`src/sv/mrw_pkg.sv`:
```
// Shared types and constants of the Miller-Rabin witness block.
// Used by the controller, the datapath and the top level; depends on nothing.
package mrw_pkg;

   localparam int FIELD_W   = 32;   // width of modulus and witness on the bus
   localparam int VERDICT_W = 2;

   localparam logic [VERDICT_W-1:0] VERDICT_PRIME     = 2'd0;
   localparam logic [VERDICT_W-1:0] VERDICT_COMPOSITE = 2'd1;
   localparam logic [VERDICT_W-1:0] VERDICT_INVALID   = 2'd2;

   typedef enum logic [3:0] {
      ST_IDLE,
      ST_CHECK,
      ST_SPLIT,
      ST_POW_TEST,
      ST_POW_ACC,
      ST_POW_BASE,
      ST_START_TEST,
      ST_SQ_TEST,
      ST_SQ_WAIT,
      ST_SQ_CHECK,
      ST_FINISH
   } ctrl_state_type;

   typedef enum logic [1:0] {
      MUL_ACC_BASE,
      MUL_BASE_BASE,
      MUL_ACC_ACC
   } mul_sel_type;

   typedef struct packed {
      logic                 load;         // capture a new item
      logic                 d_shift;      // drop the low bit of d
      logic                 s_inc;        // count a factor of two
      logic                 s_dec;        // use up one squaring
      logic                 mul_start;
      mul_sel_type          mul_sel;
      logic                 write_acc;
      logic                 write_base;
      logic                 set_verdict;
      logic [VERDICT_W-1:0] verdict;
      logic                 emit;         // move verdict to output register
   } dp_cmd_type;

   typedef struct packed {
      logic invalid;
      logic d_lsb;
      logic d_zero;
      logic acc_one;
      logic acc_pm1;
      logic s_gt1;
      logic mul_done;
      logic out_free;
   } dp_status_type;

endpackage

```
`src/sv/mrw_modmul.sv`:
```
// Shift-add modular multiplier, one multiplier bit per cycle, MSB first.
// Depends on nothing; instantiated by mrw_datapath.
module mrw_modmul #(
   parameter int W = 32
) (
   input  logic         clock,
   input  logic         reset,
   input  logic         start,
   input  logic [W-1:0] opa,
   input  logic [W-1:0] opb,
   input  logic [W-1:0] modulus,   // held stable while busy
   output logic [W-1:0] result,
   output logic         done
);

   localparam int CW = $clog2(W + 1);

   logic [W-1:0]  x_ff, x_in;
   logic [W-1:0]  y_ff, y_in;
   logic [W-1:0]  r_ff, r_in;
   logic [CW-1:0] cnt_ff, cnt_in;
   logic          busy_ff, busy_in;
   logic          done_ff, done_in;
   logic [W+1:0]  sum;
   logic [W+1:0]  m1;
   logic [W+1:0]  m2;

   // r < m, so 2r + x < 3m; reduce by 0, m or 2m
   always_comb begin
      m1  = {2'b00, modulus};
      m2  = {1'b0, modulus, 1'b0};
      sum = {1'b0, r_ff, 1'b0} + (y_ff[W-1] ? {2'b00, x_ff} : '0);
      if (sum >= m2) begin
         sum = sum - m2;
      end else if (sum >= m1) begin
         sum = sum - m1;
      end
   end

   always_comb begin
      x_in    = x_ff;
      y_in    = y_ff;
      r_in    = r_ff;
      cnt_in  = cnt_ff;
      busy_in = busy_ff;
      done_in = 1'b0;
      if (start) begin
         x_in    = opa;
         y_in    = opb;
         r_in    = '0;
         cnt_in  = CW'(W);
         busy_in = 1'b1;
      end else if (busy_ff) begin
         r_in   = sum[W-1:0];
         y_in   = {y_ff[W-2:0], 1'b0};
         cnt_in = cnt_ff - 1'b1;
         if (cnt_ff == CW'(1)) begin
            busy_in = 1'b0;
            done_in = 1'b1;
         end
      end
   end

   always_ff @(posedge clock) begin
      x_ff   <= x_in;
      y_ff   <= y_in;
      r_ff   <= r_in;
      cnt_ff <= cnt_in;
      if (reset) begin
         busy_ff <= 1'b0;
         done_ff <= 1'b0;
      end else begin
         busy_ff <= busy_in;
         done_ff <= done_in;
      end
   end

   assign result = r_ff;
   assign done   = done_ff;

endmodule

```
`src/sv/mrw_datapath.sv`:
```
// Datapath of the Miller-Rabin block: operand registers, d/s split, modular
// multiplier and output register. Depends on mrw_pkg and mrw_modmul.
module mrw_datapath #(
   parameter int W = 32
) (
   input  logic                          clock,
   input  logic                          reset,
   input  logic [mrw_pkg::FIELD_W-1:0]   in_modulus,
   input  logic [mrw_pkg::FIELD_W-1:0]   in_witness,
   input  mrw_pkg::dp_cmd_type           cmd,
   output mrw_pkg::dp_status_type        status,
   output logic                          out_valid,
   input  logic                          out_ready,
   output logic [mrw_pkg::VERDICT_W-1:0] out_verdict
);

   localparam int SW = $clog2(W);
   localparam int FW = mrw_pkg::FIELD_W;

   logic [W-1:0]  p_ff, p_in;
   logic [W-1:0]  d_ff, d_in;
   logic [W-1:0]  acc_ff, acc_in;
   logic [W-1:0]  base_ff, base_in;
   logic [SW-1:0] s_ff, s_in;
   logic          invalid_ff, invalid_in;
   logic [mrw_pkg::VERDICT_W-1:0] verdict_ff, verdict_in;
   logic [mrw_pkg::VERDICT_W-1:0] out_verdict_ff, out_verdict_in;
   logic          out_valid_ff, out_valid_in;
   logic [W-1:0]  mul_a;
   logic [W-1:0]  mul_b;
   logic [W-1:0]  mul_result;
   logic          mul_done;
   logic          bad_item;

   // too wide, below five, even, or witness outside 2..p-2
   always_comb begin
      bad_item = ({1'b0, in_modulus} >= ((FW + 1)'(1) << W))
              || (in_modulus < FW'(5))
              || !in_modulus[0]
              || (in_witness < FW'(2))
              || (in_witness > (in_modulus - FW'(2)));
   end

   always_comb begin
      case (cmd.mul_sel)
         mrw_pkg::MUL_ACC_BASE: begin
            mul_a = acc_ff;
            mul_b = base_ff;
         end
         mrw_pkg::MUL_BASE_BASE: begin
            mul_a = base_ff;
            mul_b = base_ff;
         end
         mrw_pkg::MUL_ACC_ACC: begin
            mul_a = acc_ff;
            mul_b = acc_ff;
         end
         default: begin
            mul_a = acc_ff;
            mul_b = acc_ff;
         end
      endcase
   end

   mrw_modmul #(.W(W)) u_modmul (
      .clock   (clock),
      .reset   (reset),
      .start   (cmd.mul_start),
      .opa     (mul_a),
      .opb     (mul_b),
      .modulus (p_ff),
      .result  (mul_result),
      .done    (mul_done)
   );

   always_comb begin
      p_in           = p_ff;
      d_in           = d_ff;
      acc_in         = acc_ff;
      base_in        = base_ff;
      s_in           = s_ff;
      invalid_in     = invalid_ff;
      verdict_in     = verdict_ff;
      out_verdict_in = out_verdict_ff;
      out_valid_in   = out_valid_ff && !out_ready;
      if (cmd.load) begin
         p_in       = in_modulus[W-1:0];
         d_in       = in_modulus[W-1:0] - W'(1);
         acc_in     = W'(1);
         base_in    = in_witness[W-1:0];   // witness < p, already reduced
         s_in       = '0;
         invalid_in = bad_item;
      end
      if (cmd.d_shift) begin
         d_in = {1'b0, d_ff[W-1:1]};
      end
      if (cmd.s_inc) begin
         s_in = s_ff + 1'b1;
      end
      if (cmd.s_dec) begin
         s_in = s_ff - 1'b1;
      end
      if (cmd.write_acc) begin
         acc_in = mul_result;
      end
      if (cmd.write_base) begin
         base_in = mul_result;
      end
      if (cmd.set_verdict) begin
         verdict_in = cmd.verdict;
      end
      if (cmd.emit) begin
         out_verdict_in = verdict_ff;
         out_valid_in   = 1'b1;
      end
   end

   always_ff @(posedge clock) begin
      p_ff           <= p_in;
      d_ff           <= d_in;
      acc_ff         <= acc_in;
      base_ff        <= base_in;
      s_ff           <= s_in;
      invalid_ff     <= invalid_in;
      verdict_ff     <= verdict_in;
      out_verdict_ff <= out_verdict_in;
      if (reset) begin
         out_valid_ff <= 1'b0;
      end else begin
         out_valid_ff <= out_valid_in;
      end
   end

   always_comb begin
      status.invalid  = invalid_ff;
      status.d_lsb    = d_ff[0];
      status.d_zero   = (d_ff == '0);
      status.acc_one  = (acc_ff == W'(1));
      status.acc_pm1  = (acc_ff == (p_ff - W'(1)));
      status.s_gt1    = (s_ff > SW'(1));
      status.mul_done = mul_done;
      status.out_free = !out_valid_ff || out_ready;
   end

   assign out_valid   = out_valid_ff;
   assign out_verdict = out_verdict_ff;

endmodule

```
`config.mk`:
```
export PLATFORM = sky130hd
export DESIGN_NAME = mrw_datapath
export DESIGN_NICKNAME = d
export VERILOG_FILES = /design/src/sv/mrw_pkg.sv /design/src/sv/mrw_modmul.sv /design/src/sv/mrw_datapath.sv
export SDC_FILE = /design/constraint.sdc
export NUM_CORES = 1
export LEC_CHECK = 0
export BUFFER_PORTS_ARGS = -buffer_cell sky130_fd_sc_hd__buf_2
export CORE_MARGIN = 8
export CORE_UTILIZATION = 45
export CTS_CLUSTER_SIZE = 16
export DETAILED_ROUTE_END_ITERATION = 16
export HOLD_SLACK_MARGIN = 0.02
export PLACE_DENSITY = 0.65
export SLEW_MARGIN = 5
export SYNTH_ARGS = -nofsm -noshare
export SYNTH_HDL_FRONTEND = slang
export SYNTH_SLANG_ARGS = --single-unit
```
`constraint.sdc`:
```
create_clock -name clock -period 13.5 [get_ports clock]
set_input_delay 0.675 -clock clock [delete_from_list [all_inputs] [get_ports clock]]
set_output_delay 0.675 -clock clock [all_outputs]
set_load 0.02 [all_outputs]
```
==> impl_summary.md <==
Outcome
The flow ran to the end, and the final reports show no timing, DRC or antenna violations.

Logic synthesis
The count of flip-flops with a built-in enable after synthesis is 201. The share of the synthesized area in the top cell type is about a third. The area of the mapped netlist is 0.0189 mm².

After synthesis the netlist holds a flip-flop and latch count of around 240. The mux contribution to synthesized area is under 10%. The share of synthesized registers carrying an async set or reset is 0%. For this run, the register share of the synthesized area comes to 36.3%. After Yosys synthesis, and, or, nand and nor cells account for 18.7% of the synthesized area. The library cell occupying the most area in the post-synthesis netlist is sky130_fd_sc_hd__edfxtp_1. The number of warning messages in the yosys log is 0. The most used flip-flop cell after synthesis is sky130_fd_sc_hd__edfxtp_1.

The leading cell type by number of instances after synthesis is sky130_fd_sc_hd__edfxtp_1. The synthesized instance count is 2007. The synthesized netlist devotes approximately 8.5% of its cell area to XOR and XNOR gates. Ranked by total cell area, the synthesized netlist is headed by sky130_fd_sc_hd__edfxtp_1, sky130_fd_sc_hd__ha_1, sky130_fd_sc_hd__xnor2_1, sky130_fd_sc_hd__dfxtp_1, sky130_fd_sc_hd__a21oi_1. The area share of fa/ha/maj cells after synthesis is 9.30%. The net count of the mapped netlist is 2226. The combinational family with the most area after synthesis is simple AND/OR/NAND/NOR gates. Averaged over all synthesized cells, the footprint is 9.44 µm². By count the netlist is led by sky130_fd_sc_hd__edfxtp_1, sky130_fd_sc_hd__nand2_1, sky130_fd_sc_hd__a21oi_1. The synthesized netlist devotes 17.0% of its cell area to compound gates.

The number of different library cells used by synthesis comes to 104.

Finish
At the end of the flow, the number of nets in the layout was between 2000 and 2500. The share of final-layout standard cells stronger than drive strength 1 is between 10% and 20%. Compared with the post-synthesis result, the final layout area differs by 8.36%.

The core occupancy in the finished layout is slightly below 50%.

Drt
The via density per instance is between 6 and 7. For this run, design rule violations remaining after detail routing come to 0. For this block, the initial DRC count from the detailed router was roughly 1200. The wire length per cell after detailed routing is around 23 µm.

The final layout contains routed wiring with a total length of between 50 and 60 mm. The detail route stage leaves a number of antenna-violating nets equal to 0. The detailed router placed roughly 16000 vias in this run. Before antenna repair, the detailed router went through 5 iterations.

Floorplan
For this configuration, the core starts out at a cell density of between 40 and 50%. 91 I/O pins were placed. The die width is 221 µm. In this run the standard cell core region covers between 0.04 and 0.05 mm².

The die covers about 0.05 mm². The number of rows created at floorplan is 75. The floorplan step set the die height to 221 µm.

Clocking
The post-cts sizing count is 0. In this run the number of H-tree levels came out at 1. The maximum number of buffers from clock root to sink is 3. Clock latency on the worst-skew pair, taken at its later pin, is about 550 ps. Clock-pin slew was measured on the worst setup and hold paths at 70 ps. The clock sink count is 243. TritonCTS built the clock tree. For this design, the CTS-stage hold fixing added 0 buffers. Post-CTS timing repair inserted 0 buffers for setup. In this run, CTS created clock tree buffers numbering 27.

In this run the clock root is driven by a sky130_fd_sc_hd__clkbuf_16.

Timing
The max-slew violation count is 0. Headroom to the max-slew limit came out at roughly 37%. For the pin with the worst max-slew slack, the measured transition is roughly 940 ps. The hold violation total from the final report was 0. Setup repair after global routing left no endpoint under its margin.

Timing would allow up to about 150 MHz. The worst path uses approximately half of the clock period. Summed over all failing endpoints, the final setup total negative slack is 0 ps. The post-route minimum period is roughly 6600 ps.

Setup violations remaining at the end of the flow were counted as 0. The final clock skew is 14.3 ps.

Critical path
STA puts the critical path data arrival time at approximately 7000 ps. The cell type with the highest occurrence count on the critical path is sky130_fd_sc_hd__and2_1. The slowest stage of the critical path is the sky130_fd_sc_hd__edfxtp_1 cell. The worst register-to-register path begins at u_modmul.y_ff[31]$_DFFE_PP_. In this run the register-to-register setup slack is approximately 7000 ps. The start point of the critical path is u_modmul.y_ff[31]$_DFFE_PP_. The signal on the critical path passes through and2_1, ha_1, inv_1, fa_1, nand2b_1, a21o_1, a211oi_1, o21bai_1, a21boi_0, o21a_1, o21ai_0, and2_1, ha_1, and4_1, inv_1, nor3_1, and2_1, a311oi_4, o2bb2ai_2, nand2_2, mux2i_1, a2111oi_0.

In this run the critical register-to-register path is captured at u_modmul.result[30]$_SDFFE_PP0P_. In this design, the stage delay of the slowest critical-path cell is 820 ps. STA classifies the critical path endpoint as a flip-flop. Following the worst setup path forward leads to its endpoint at u_modmul.result[30]$_SDFFE_PP0P_. The data required time of the critical path is 13940 ps.

The maximum fanout along the worst path is 32. The worst setup path is of the flip-flop to flip-flop kind. The critical path startpoint category is a flip-flop.

The worst register-to-register path has a depth of 22.

Power
The leakage power is approximately 8.2 nW. The worst voltage drop across the vdd grid is 0.000110 V. For this design the ratio of total power to cell area is approximately 190 mW/mm².

GRT
Summed over all layers, the global routing overflow is 0. The global router's overall resource usage is between 20% and 30%. The wire length of the first global-routing pass is roughly 90 mm. The initial antenna violation count was 1. The via count of the first global-routing pass is ~16000. Entering global routing, the biggest net connects 83 pins.

Min path
In this run the worst hold path is classified as input pin to flip-flop. The number of cells traversed by the worst hold path is 1. The launch point of the worst hold path is cmd[2].

Place
The placed wire-length estimate after detailed placement is between 40 and 50 mm. The count of buffers added on input and output ports is 90. Routability-driven placement finished with a final weighted congestion of ~0.97.

Run
The number of max-cap violations is 0.
[worst min path at each step]
stage	to
6_report	verdict_ff[1]$_DFFE_PP_
5_1_grt	verdict_ff[0]$_DFFE_PP_
4_1_cts	verdict_ff[0]$_DFFE_PP_
3_5_place_dp	out_verdict[0]$_DFFE_PP_
3_3_place_gp	out_verdict[1]$_DFFE_PP_
2_1_floorplan	out_verdict[0]$_DFFE_PP_
[critical path: cells and delay by family (launching register included)]
family	cells	cell delay [ps]
mux	1	170
buf+inv	2	120
simple gates	7	2160
flops	1	820
compound gates	9	2180
fa+ha+maj	3	1020
[sequential cells by signal, indices dropped and copies added, names as in the netlist]
name	count
acc_ff	32
base_ff	32
d_ff	32
p_ff	32
u_modmul.result	32
u_modmul.x_ff	32
u_modmul.y_ff	32
u_modmul.cnt_ff	6
s_ff	5
out_verdict	2
verdict_ff	2
invalid_ff	1
out_valid	1
u_modmul.busy_ff	1
u_modmul.done	1
[layout by cell type, fill, tap and decap left out, drive strengths merged, types with 13 or more instances in the layout]
cell,count
or3,23
o211ai,16
nor2b,18
xnor2,120
a21o,46
ha,136
clkinv,13
and3,15
xor2,63
a31oi,22
clkbuf,31
buf,100
edfxtp,201
nor2,136
inv,79
dfxtp,42
nor4,44
mux2i,49
mux2,65
nand2,168
o21a,16
nand2b,18
o21ai,112
nand3,56
a211oi,16
nand4,33
a21oi,157
nor3,56
and2,71
[per-layer routing]
layer	routed length [µm]	track usage (%)	vias to the layer above
met5	0	0	-
met1	26100	30.5	7494
met4	2320	8.91	0
met3	3540	3.52	123
li1	-	-	7582
met2	27200	38.4	541
[cells by family after synthesis]
group	Yosys count
AND/OR/NAND/NOR	681
AO/OA/AOI/OAI	493
flip-flops	243
XOR/XNOR	183
buffers and inverters	154
adder cells (fa/ha/maj)	139
multiplexers	114
[layout make-up]
type                       instances  area [µm²]
sequential                       243        6880
fill                            3934       21200
tap                              539         674
inverter                          76         285
antenna                            1        2.50
clock inverter                    17         121
timing repair buffer             100         528
clock buffer                      31         691
multi-input combinational       1610       11400
[power by group]
group          total, mW  leakage, nW  internal [mW]  switching, mW
Combinational       2.08         5.40          0.809           1.27
Clock              0.697        0.406          0.387          0.310
Sequential          1.15         2.43          0.977          0.169
Total               3.92         8.24           2.17           1.75
[metrics by stage]
step	worst slack [ps]	cell area (µm²)	hold WS, ps	instances	power [mW]
finish	6900	20500	307	2617	3.92
global route	6480	20500	281	2616	4.16
CTS	6870	20500	283	2616	3.89
detailed placement	6880	19700	430	2568	3.19
global placement	7070	19700	407	2568	3.18
floorplan	8500	18900	400	2007	2.61
No activity file was read; power rests on OpenSTA's default activity.
